===== config.mk =====
export PLATFORM = sky130hd
export DESIGN_NAME = button_gesture_detector
export DESIGN_NICKNAME = d
export VERILOG_FILES = /design/src/hw/rtl/bgd_pkg.sv /design/src/hw/rtl/bgd_cfg.sv /design/src/hw/rtl/bgd_core.sv /design/src/hw/rtl/button_gesture_detector.sv
export SDC_FILE = /design/constraint.sdc
export NUM_CORES = 1
export LEC_CHECK = 0
export BUFFER_PORTS_ARGS = -buffer_cell sky130_fd_sc_hd__buf_2
export CAP_MARGIN = 10
export CORE_AREA = 2 2 103 105
export CTS_CLUSTER_DIAMETER = 60
export DETAILED_ROUTE_END_ITERATION = 6
export DIE_AREA = 0 0 105 107
export HOLD_SLACK_MARGIN = 0.06
export PLACE_DENSITY = 0.76
export SLEW_MARGIN = 40
export SYNTH_ARGS = -nofsm -noshare
export SYNTH_HDL_FRONTEND = slang
export SYNTH_SLANG_ARGS = --single-unit

===== constraint.sdc =====
create_clock -name clk -period 3.8 [get_ports clk]
set_input_delay 0.57 -clock clk [delete_from_list [all_inputs] [get_ports clk]]
set_output_delay 0.57 -clock clk [all_outputs]
set_load 0.02 [all_outputs]

===== src/hw/rtl/bgd_pkg.sv =====
`default_nettype none
package bgd_pkg;

  localparam int COUNT_WIDTH = 16;
  localparam int THR_W       = 16;
  localparam int CMP_W       = (COUNT_WIDTH > THR_W) ? COUNT_WIDTH : THR_W;
  localparam int ADDR_W      = 4;
  localparam int DATA_W      = 32;

  typedef logic [COUNT_WIDTH-1:0] count_t;
  typedef logic [THR_W-1:0]       thr_t;
  typedef logic [1:0]             ev_t;
  typedef logic [2:0]             phase_t;
  typedef logic [1:0]             reg_idx_t;

  localparam ev_t EV_NONE   = 2'd0;
  localparam ev_t EV_CLICK  = 2'd1;
  localparam ev_t EV_DOUBLE = 2'd2;
  localparam ev_t EV_LONG   = 2'd3;

  localparam phase_t PH_IDLE      = 3'd0;
  localparam phase_t PH_DOWN_DEB  = 3'd1;
  localparam phase_t PH_PRESSED   = 3'd2;
  localparam phase_t PH_UP_DEB    = 3'd3;
  localparam phase_t PH_WAIT_2ND  = 3'd4;
  localparam phase_t PH_DOWN2_DEB = 3'd5;
  localparam phase_t PH_WAIT_REL  = 3'd6;

  localparam reg_idx_t REG_DEBOUNCE   = 2'd0;
  localparam reg_idx_t REG_LONG_PRESS = 2'd1;
  localparam reg_idx_t REG_DOUBLE_GAP = 2'd2;

  localparam thr_t DEBOUNCE_RST   = THR_W'(20);
  localparam thr_t LONG_PRESS_RST = THR_W'(1000);
  localparam thr_t DOUBLE_GAP_RST = THR_W'(300);

  typedef struct packed {
    thr_t debounce_ticks;
    thr_t long_press_ticks;
    thr_t double_gap_ticks;
  } cfg_t;

  typedef struct packed {
    ev_t  event_code;
    logic from_read;
  } result_t;

  typedef struct packed {
    phase_t phase;
    ev_t    held_event;
  } status_t;

  function automatic logic reaches(input count_t cnt, input thr_t thr);
    logic [CMP_W-1:0] a;
    logic [CMP_W-1:0] b;
    a = CMP_W'(cnt);
    b = CMP_W'(thr);
    return a >= b;
  endfunction

endpackage
`default_nettype wire


===== src/hw/rtl/bgd_cfg.sv =====
`default_nettype none
module bgd_cfg (
  input  wire logic                   clk,
  input  wire logic                   rst_n,
  input  wire logic                   cfg_psel,
  input  wire logic                   cfg_penable,
  input  wire logic                   cfg_pwrite,
  input  wire logic [bgd_pkg::ADDR_W-1:0] cfg_paddr,
  input  wire logic [bgd_pkg::DATA_W-1:0] cfg_pwdata,
  output logic [bgd_pkg::DATA_W-1:0]      cfg_prdata,
  output logic                        cfg_pready,
  output bgd_pkg::cfg_t               cfg
);
  import bgd_pkg::*;

  cfg_t     cfg_r;
  reg_idx_t idx;
  logic     wr;

  assign idx        = cfg_paddr[3:2];
  assign wr         = cfg_psel & cfg_penable & cfg_pwrite;
  assign cfg_pready = 1'b1;
  assign cfg        = cfg_r;

  always_ff @(posedge clk) begin
    if (!rst_n) begin
      cfg_r.debounce_ticks   <= DEBOUNCE_RST;
      cfg_r.long_press_ticks <= LONG_PRESS_RST;
      cfg_r.double_gap_ticks <= DOUBLE_GAP_RST;
    end else if (wr) begin
      unique case (idx)
        REG_DEBOUNCE:   cfg_r.debounce_ticks   <= cfg_pwdata[THR_W-1:0];
        REG_LONG_PRESS: cfg_r.long_press_ticks <= cfg_pwdata[THR_W-1:0];
        REG_DOUBLE_GAP: cfg_r.double_gap_ticks <= cfg_pwdata[THR_W-1:0];
        default: ;
      endcase
    end
  end

  always_comb begin
    unique case (idx)
      REG_DEBOUNCE:   cfg_prdata = DATA_W'(cfg_r.debounce_ticks);
      REG_LONG_PRESS: cfg_prdata = DATA_W'(cfg_r.long_press_ticks);
      REG_DOUBLE_GAP: cfg_prdata = DATA_W'(cfg_r.double_gap_ticks);
      default:        cfg_prdata = '0;
    endcase
  end

endmodule
`default_nettype wire


===== src/hw/rtl/bgd_core.sv =====
`default_nettype none
module bgd_core (
  input  wire logic              clk,
  input  wire logic              rst_n,
  input  wire bgd_pkg::cfg_t     cfg,
  input  wire logic              in_valid,
  input  wire logic              in_kind,
  input  wire logic              in_pin,
  output logic                   in_ready,
  input  wire logic              out_free,
  output logic                   res_valid,
  output bgd_pkg::result_t       res,
  output bgd_pkg::status_t       sts
);
  import bgd_pkg::*;

  logic   s1_valid_r, s1_valid_nxt;
  logic   s1_kind_r;
  logic   s1_pin_r;
  phase_t phase_r, phase_nxt;
  count_t cnt_r, cnt_nxt;
  ev_t    held_r, held_nxt;
  ev_t    ev;
  count_t bumped;
  logic   down;
  logic   load;
  logic   adv;

  assign in_ready  = !s1_valid_r || out_free;
  assign load      = in_valid && in_ready;
  assign adv       = s1_valid_r && out_free;
  assign res_valid = s1_valid_r;
  assign sts       = '{phase: phase_r, held_event: held_r};

  assign down   = !s1_pin_r;
  assign bumped = (cnt_r == {COUNT_WIDTH{1'b1}}) ? cnt_r : cnt_r + count_t'(1);

  always_comb begin
    s1_valid_nxt = load ? 1'b1 : (adv ? 1'b0 : s1_valid_r);
  end

  always_comb begin
    ev        = EV_NONE;
    phase_nxt = phase_r;
    cnt_nxt   = cnt_r;
    held_nxt  = held_r;
    if (s1_kind_r) begin
      held_nxt = EV_NONE;
    end else begin
      unique case (phase_r)
        PH_DOWN_DEB: begin
          cnt_nxt = bumped;
          if (reaches(bumped, cfg.debounce_ticks)) begin
            phase_nxt = down ? PH_PRESSED : PH_IDLE;
            if (down) begin
              cnt_nxt = '0;
            end
          end
        end
        PH_PRESSED: begin
          cnt_nxt = bumped;
          if (reaches(bumped, cfg.long_press_ticks)) begin
            ev        = EV_LONG;
            phase_nxt = PH_WAIT_REL;
            cnt_nxt   = '0;
          end else if (!down) begin
            phase_nxt = PH_UP_DEB;
            cnt_nxt   = '0;
          end
        end
        PH_UP_DEB: begin
          cnt_nxt = bumped;
          if (reaches(bumped, cfg.debounce_ticks)) begin
            phase_nxt = down ? PH_PRESSED : PH_WAIT_2ND;
            cnt_nxt   = '0;
          end
        end
        PH_WAIT_2ND: begin
          if (down) begin
            phase_nxt = PH_DOWN2_DEB;
            cnt_nxt   = '0;
          end else begin
            cnt_nxt = bumped;
            if (reaches(bumped, cfg.double_gap_ticks)) begin
              ev        = EV_CLICK;
              phase_nxt = PH_IDLE;
            end
          end
        end
        PH_DOWN2_DEB: begin
          cnt_nxt = bumped;
          if (reaches(bumped, cfg.debounce_ticks)) begin
            if (down) begin
              ev        = EV_DOUBLE;
              phase_nxt = PH_WAIT_REL;
            end else begin
              phase_nxt = PH_WAIT_2ND;
            end
            cnt_nxt = '0;
          end
        end
        PH_WAIT_REL: begin
          if (!down) begin
            cnt_nxt = bumped;
            if (reaches(bumped, cfg.debounce_ticks)) begin
              phase_nxt = PH_IDLE;
              cnt_nxt   = '0;
            end
          end else begin
            cnt_nxt = '0;
          end
        end
        default: begin
          if (down) begin
            phase_nxt = PH_DOWN_DEB;
            cnt_nxt   = '0;
          end else begin
            phase_nxt = PH_IDLE;
          end
        end
      endcase
      if (ev != EV_NONE) begin
        held_nxt = ev;
      end
    end
  end

  assign res.event_code = s1_kind_r ? held_r : ev;
  assign res.from_read  = s1_kind_r;

  always_ff @(posedge clk) begin
    if (!rst_n) begin
      s1_valid_r <= 1'b0;
      phase_r    <= PH_IDLE;
      cnt_r      <= '0;
      held_r     <= EV_NONE;
    end else begin
      s1_valid_r <= s1_valid_nxt;
      if (adv) begin
        phase_r <= phase_nxt;
        cnt_r   <= cnt_nxt;
        held_r  <= held_nxt;
      end
    end
  end

  always_ff @(posedge clk) begin
    if (load) begin
      s1_kind_r <= in_kind;
      s1_pin_r  <= in_pin;
    end
  end

endmodule
`default_nettype wire


===== src/hw/rtl/button_gesture_detector.sv =====
// Push-button gesture detector for an active-low pin.
// Input channel: one item per tick (tuser = 0, tdata[0] = pin level) or a
// read of the held event (tuser = 1). Every item yields exactly one result
// item: tdata[1:0] holds the event code (none, click, double click, long
// press) and tuser[0] is set when the result answers a read.
// Timing thresholds are set through the APB port and are meant to be
// changed only while no item is in flight.
// A result item is registered on its way out: the item first waits in the
// input register, and the gesture machine and its tick counter are updated
// as it moves into the result register.
// Throughput is one item per cycle while the receiver takes results.
// When the receiver stalls, the result register holds its item and the
// input register can still take one more item before in_tready drops.
// Reset is synchronous: thresholds return to 20, 1000 and 300 ticks, the
// machine goes idle with a cleared counter and no held event, and both
// registers are emptied.
`default_nettype none
module button_gesture_detector (
  input  wire logic                       clk,
  input  wire logic                       rst_n,
  input  wire logic                       in_tvalid,
  output logic                            in_tready,
  input  wire logic [7:0]                 in_tdata,   // [0] pin_level
  input  wire logic [0:0]                 in_tuser,   // [0] kind
  output logic                            out_tvalid,
  input  wire logic                       out_tready,
  output logic [7:0]                      out_tdata,  // [1:0] event_code
  output logic [0:0]                      out_tuser,  // [0] from_read
  input  wire logic                       cfg_psel,
  input  wire logic                       cfg_penable,
  input  wire logic                       cfg_pwrite,
  input  wire logic [bgd_pkg::ADDR_W-1:0] cfg_paddr,
  input  wire logic [bgd_pkg::DATA_W-1:0] cfg_pwdata,
  output logic [bgd_pkg::DATA_W-1:0]      cfg_prdata,
  output logic                            cfg_pready
);
  import bgd_pkg::*;

  cfg_t    cfg;
  result_t res;
  status_t sts;
  logic    res_valid;
  logic    out_free;
  logic    out_valid_r;
  result_t out_res_r;

  assign out_free = !out_valid_r || out_tready;

  bgd_cfg u_cfg (
    .clk         (clk),
    .rst_n       (rst_n),
    .cfg_psel    (cfg_psel),
    .cfg_penable (cfg_penable),
    .cfg_pwrite  (cfg_pwrite),
    .cfg_paddr   (cfg_paddr),
    .cfg_pwdata  (cfg_pwdata),
    .cfg_prdata  (cfg_prdata),
    .cfg_pready  (cfg_pready),
    .cfg         (cfg)
  );

  bgd_core u_core (
    .clk       (clk),
    .rst_n     (rst_n),
    .cfg       (cfg),
    .in_valid  (in_tvalid),
    .in_kind   (in_tuser[0]),
    .in_pin    (in_tdata[0]),
    .in_ready  (in_tready),
    .out_free  (out_free),
    .res_valid (res_valid),
    .res       (res),
    .sts       (sts)
  );

  always_ff @(posedge clk) begin
    if (!rst_n) begin
      out_valid_r <= 1'b0;
    end else if (res_valid && out_free) begin
      out_valid_r <= 1'b1;
    end else if (out_tready) begin
      out_valid_r <= 1'b0;
    end
  end

  always_ff @(posedge clk) begin
    if (res_valid && out_free) begin
      out_res_r <= res;
    end
  end

  assign out_tvalid = out_valid_r;
  assign out_tdata  = {6'd0, out_res_r.event_code};
  assign out_tuser  = out_res_r.from_read;

`ifndef ASSERT_OFF
  a_read_clears_held: assert property (@(posedge clk) disable iff (!rst_n)
    (res_valid && out_free && res.from_read) |=> (sts.held_event == EV_NONE))
    else $error("held event not cleared after a read");

  a_tick_event_held: assert property (@(posedge clk) disable iff (!rst_n)
    (res_valid && out_free && !res.from_read && res.event_code != EV_NONE)
      |=> (sts.held_event == $past(res.event_code)))
    else $error("raised event not stored in the held slot");

  a_ready_when_empty: assert property (@(posedge clk) disable iff (!rst_n)
    !out_valid_r |-> in_tready)
    else $error("input stalled while result register is empty");

  a_result_follows_stage: assert property (@(posedge clk) disable iff (!rst_n)
    (res_valid && out_free) |=> out_tvalid)
    else $error("processed item did not reach the result register");
`endif

endmodule
`default_nettype wire

[Yosys cells after proc, flatten, opt, wreduce, memory -nomap -nowiden]
Index checks and enable logic that the tools add are counted.
Storage, ports and cells
  bits in registers: 76
  input port bits: 52
  output and inout bits: 44
  logic and storage cells: 92
Cells by class
  add/subtract/negate cells: 1
  order comparisons: 3
  eq/ne operators: 17
  muxes and demuxes: 38
  bitwise gates (word level): 3
  reductions and logical operators: 18
Operators by type and width (count)
  $mux W16: 8
  $pmux W16 S5: 1
  $ge A16 B16 Y1: 3
  $pmux W16 S3: 1
  $mux W3: 10
  $mux W2: 10
  $pmux W3 S6: 1
  $add A16 B1 Y16 const B: 1
  $eq A16 B16 Y1 const B: 1
  $ne A2 B1 Y1 const B: 5
  $eq A3 B3 Y1 const B: 3
  $reduce_and A9 Y1: 1
  $reduce_and A2 Y1: 4
  $reduce_bool A2 Y1: 4
  $eq A3 B2 Y1 const B: 2
  $mux W1: 6
  $ne A6 B6 Y1 const B: 1
  $pmux W2 S3: 1
  $eq A3 B1 Y1 const B: 1
  $ne A3 B1 Y1 const B: 1
  $ne A3 B3 Y1 const B: 1
  $reduce_and A3 Y1: 1
  $and A1 B1 Y1: 2
  $eq A2 B1 Y1 const B: 1
  7 further kinds: 10

[Longest topological paths before layout]
  depth after elaboration: 10
  depth in mapped cells: 18
  gate-level depth less buffers: 17

[By module]
A second synthesis with hierarchy kept.
Second synthesis, totals
  cell total of the unflattened synthesis: 637
  area, all modules: 5346.4 µm²
Modules (own cells, without submodules)
  bgd_core: times used 1, cells an instance 363, area an instance 2775.2 µm², seq. area each 500.5 µm²
  bgd_cfg: times used 1, cells an instance 259, area an instance 2374.8 µm², seq. area each 960.9 µm²
  button_gesture_detector: times used 1, cells an instance 15, area an instance 196.4 µm², seq. area each 110.1 µm²

[Worst setup path after synthesis]
Ideal clock, no wire load.
  path kind: flip-flop to flip-flop
  start: register u_core.cnt_r[0]
  end: register u_core.held_r[0]
  library setup time: 0.122 ns
  arrival time: 3.654 ns
  required time: 3.678 ns
  path slack: 0.024 ns
  cell stages (with the launch flop): 17
  buffers on the path: 0
  clock period less this slack: 3.776 ns
  cells stage by stage: dfxtp_1 ha_1 nand2_1 or2_2 nor3_2 nor2_1 nand2_1 nor2_1 or2_2 ha_1 nand4_1 nor4_1 o31ai_2 and2_1 or3_1 and2_1 a221o_1
Between the ends
  longest elaborated chain between the ends: 10
  elaborated cells on any way between the ends: 17
  those cells by class: add/sub: 1; order compare: 3; eq/ne: 1; mux: 9; reduce/logical: 3
Ends and longest elaborated chain
  from (decl): RTL line bgd_core.sv:21  | count_t cnt_r, cnt_nxt;
  from (signal assigned): RTL line bgd_core.sv:141  | cnt_r <= cnt_nxt;
  $add A16 B1 Y16 / $eq A16 B16 Y1 (equally long branches): RTL line bgd_core.sv:36  | assign bumped = (cnt_r == {COUNT_WIDTH{1'b1}}) ? cnt_r : cnt_r + count_t'(1);
  $mux W16 (*): RTL line bgd_core.sv:36
  $ge A16 B16 Y1: RTL line bgd_pkg.sv:58  | return a >= b;
  $mux W1: RTL line bgd_core.sv:84  | if (reaches(bumped, cfg.double_gap_ticks)) begin
  $mux W2: RTL line bgd_core.sv:79  | if (down) begin
  $pmux W2 S3 (*): RTL line bgd_core.sv:50  | unique case (phase_r)
  $mux W2 (*): RTL line bgd_core.sv:47  | if (s1_kind_r) begin
  $reduce_bool A2 Y1: RTL line bgd_core.sv:122  | if (ev != EV_NONE) begin
  $reduce_bool A2 Y1 (no source line)
  $reduce_and A2 Y1 (no source line)
  to (signal assigned): RTL line bgd_core.sv:142  | held_r <= held_nxt;
  to (decl): RTL line bgd_core.sv:22  | ev_t held_r, held_nxt;
Every way passes the cells marked *; elsewhere a longest branch is shown, timed or not. The select of a mux whose other input is x is not followed.
A chain may end at the register's enable or synchronous reset.

[Worst setup path after layout]
  start: register u_core.cnt_r[8]
  end: register u_core.cnt_r[9]
Between the ends
  longest elaborated chain between the ends: 6
  elaborated cells on any way between the ends: 12
  those cells by class: add/sub: 1; order compare: 2; eq/ne: 1; mux: 8
Ends and longest elaborated chain
  $add A16 B1 Y16 / $eq A16 B16 Y1 (equally long branches): RTL line bgd_core.sv:36
  $mux W16 (*): RTL line bgd_core.sv:36
  $ge A16 B16 Y1: RTL line bgd_pkg.sv:58
  $mux W16: RTL line bgd_core.sv:73, bgd_core.sv:92, bgd_core.sv:105
  $mux W16: RTL line bgd_core.sv:103  | if (!down) begin
  $pmux W16 S5 (*): RTL line bgd_core.sv:50
Every way passes the cells marked *; elsewhere a longest branch is shown, timed or not.

==> summary.md <==
| Metric | Value |
|---|---|
| Status | `complete, but fails checks` |
| Failing checks | `negative setup slack` |
| Vias | `4840` |
| Util after Layout | `60.3%` |
| Largest net degree at the start of global routing | `43` |
| WL per Instance | `16.1 µm` |
| Vias in the first global route | `4609` |
| Commonest non-fill, non-tap cell in the layout | `nand2_1` |
| PD cells | `278 mW/mm²` |
| Post-DRT Antenna Nets | `0` |
| Reg area | `0.00158 mm²` |
| DR WL met2 | `7010 µm` |
| I/O pins | `96` |
| Crit end category | `flip-flop` |
| Crit Path Category | `flip-flop to flip-flop` |
| Setup TNS | `-0.0109 ns` |
| Clock Skew | `0.00962 ns` |
| Final wirelength | `13900 µm` |
| Die area | `0.0112 mm²` |
| Worst Tran Pin Value | `0.853 ns` |
| Die Height | `107 µm` |
| Max Used Layer | `met4` |
| First-pass detailed-route iteration total | `7` |
| Die W | `105 µm` |
| Final setup vio count | `1` |
| Startpoint types | `flip-flop` |
| Number of CTS-inserted buffers | `9` |
| Nets@finish | `823` |
| Met1 WL | `5730 µm` |
| Placed cell count | `833` |
| Dpl hpwl | `9640 µm` |
| Crit Path Max Fanout | `10` |
| Via density | `5.61` |
| Met3 Wirelength | `826 µm` |
| Initial Utilization | `50.0%` |
| Hold Crit Class | `primary input to flip-flop` |
| CTS HTree Levels | `3` |
| Post-synth EDFFs | `5` |
| Diode count | `0` |
| # fillers | `915` |
| RSZ-0062 raised after global routing | `true` |
| Port bufs | `47` |
| Drc violations | `0` |
| Final hold violation count | `0` |
| Leakage | `2.59 nW` |
| CTS tree | `built` |
| Final worst setup slack | `-0.0109 ns` |
| Core ar. | `0.0101 mm²` |
| Initial DRC Count | `316` |
| Total GRT Usage | `23.7%` |
| Synthesis-to-layout area growth | `20.5%` |
| Final period util | `100%` |
| Synth Register Bits | `76` |
| Maxcap violations | `0` |
| Clk slew on worst S/H paths | `0.08 ns` |
| Cells after Synth | `662` |
| Initial antenna violation count | `0` |
| Data arrival, critical path | `4.12 ns` |
| Grt ovf | `0` |
| CTS Root Cell | `clkbuf_8` |
| Site row count | `37` |
| Worst-skew pair later-pin latency | `0.37 ns` |
| First-pass GRT wire length | `21400 µm` |
| Synthesized cell area | `0.00505 mm²` |
| Min Clock Period, post-route | `3.81 ns` |
| Commonest cells after routing, fill and taps aside | `nand2_1, dfxtp_1, a21oi_1, inv_1, buf_2` |
| Async S/R FF share, synth | `0%` |
| Max IR drop VDD | `0.183 mV` |
| CP required | `4.11 ns` |
| Final Slew Violations | `0` |
| Clock buffer depth | `2` |
| CTS Sinks | `76` |
| Seq/Total Area, Yosys | `31.1%` |
| Top_reg_cell synth | `dfxtp_1` |
| Post-CTS Hold Fix Bufs | `0` |
| Yosys cell types | `56` |
| Fmax | `0.262 GHz` |
| Synthesized area per cell | `7.63 µm²` |
| RD Place Congestion | `0.883` |
| Multi-input gate area | `0.00336 mm²` |
| Dpl ws | `0.00627 ns` |
| Rel. slew slack | `43.1%` |
| Final std cells w/o fill | `862` |
| Share of cells above drive strength 1 | `21.1%` |
| Ys Warns | `0` |
==> critical path, cell delays in order (launching register included) <==
cell       delay, ns
dfxtp_2         0.36
and4_4          0.23
nand4_1         0.11
buf_4           0.18
nor2_1          0.17
nand2_2         0.13
nand2_2         0.11
xnor2_2         0.17
ha_1            0.33
a211o_1         0.27
o211ai_1        0.16
o311ai_4        0.18
a211oi_4        0.32
nand3_2         0.13
a211oi_4        0.46
clkbuf_16       0.25
o211ai_1        0.10
nand2_1         0.09
==> what timing repair did <==
item / 4_1_cts / 5_1_grt
pin swaps: 3 / 24
setup buffers: 0 / 12
cloned: 0 / 2
endpoints found under the setup margin: 2 / 23
resized for setup: 4 / 52
==> routing by layer <==
metal  track usage [%]  vias up
met5                 0        -
met3              3.40       25
met1              28.6     2281
li1                  -     2339
met2              41.6      195
met4              10.8        0
==> cells by family (layout without fill, tap and decap cells) <==
logic type | Yosys count | in the layout | share of synthesized area, %
AND/OR/NAND/NOR | 263 | 263 | 23.3
AO/OA/AOI/OAI | 135 | 135 | 17.4
buffers and inverters | 105 | 148 | 9.64
flip-flops | 76 | 76 | 31.1
adder cells (fa/ha/maj) | 49 | 49 | 12.1
multiplexers | 23 | 23 | 4.66
XOR/XNOR | 9 | 9 | 1.56
other | 2 | 23 | 0.149
==> metrics by stage <==
step / hold WS, ns / power [W] / instance area, µm²
floorplan: 0.424 / 0.000958 / 5130
global placement: 0.457 / 0.000986 / 5420
detailed placement: 0.468 / 0.000990 / 5420
CTS: 0.369 / 0.00169 / 5680
global route: 0.381 / 0.00174 / 6080
finish: 0.379 / 0.00169 / 6080
==> report_power, final <==
part           total [W]  internal (W)  switching (W)  leakage (nW)
registers       0.000827      0.000816      0.0000115         0.625
logic           0.000152     0.0000458       0.000107          1.85
clock network   0.000714      0.000401       0.000313         0.111
==> Yosys cell counts, types with 3 or more instances <==
library cell,n,area [µm²]
ha_1,49,613
a21o_1,6,45.0
nor2_1,31,116
edfxtp_1,5,150
a32o_1,4,40.0
buf_4,24,180
clkbuf_1,27,101
inv_1,50,188
nor2b_1,5,31.3
and2_1,8,50.1
o21a_1,5,37.5
o21ai_0,25,125
a211oi_1,4,30.0
nor3_1,3,15.0
nor3b_1,4,30.0
nand2b_1,6,37.5
or3_1,5,31.3
nand3_1,24,120
xnor2_1,7,61.3
a31oi_1,3,18.8
nand4_1,13,81.3
a21oi_1,53,265
mux2i_1,19,190
o211ai_1,18,135
nand2_1,152,571
mux2_2,4,45.0
dfxtp_1,71,1420
and3_1,4,25.0
==> worst paths after layout <==
path,start,end,slack (ns),cells after the start
hold / removal,in_tdata[0],u_core.s1_pin_r,0.38,1
setup reg to reg,u_core.cnt_r[8],u_core.cnt_r[9],-0.01,17
setup / recovery,u_core.cnt_r[8],u_core.cnt_r[9],-0.01,17
hold reg to reg,u_cfg.cfg[15],u_cfg.cfg[15],0.48,2
==> final cells by class <==
type                       count  area share (%)
clock buffer                  11            2.49
timing repair buffer          82            9.15
multi-input combinational    502            55.3
inverter                      51            3.15
clock inverter                 4            1.19
sequential                    76            26.0
tap                          136            2.80
==> flip-flops by register name, indices dropped and copies added (netlist names) <==
signal,cells
out_tdata,2
u_core.s1_pin_r,1
u_cfg.cfg,48
out_tvalid,1
u_core.phase_r,3
u_core.cnt_r,16
u_core.res_valid,1
u_core.s1_kind_r,1
out_tuser,1
u_core.held_r,2
(Power assumes the default switching activity.)
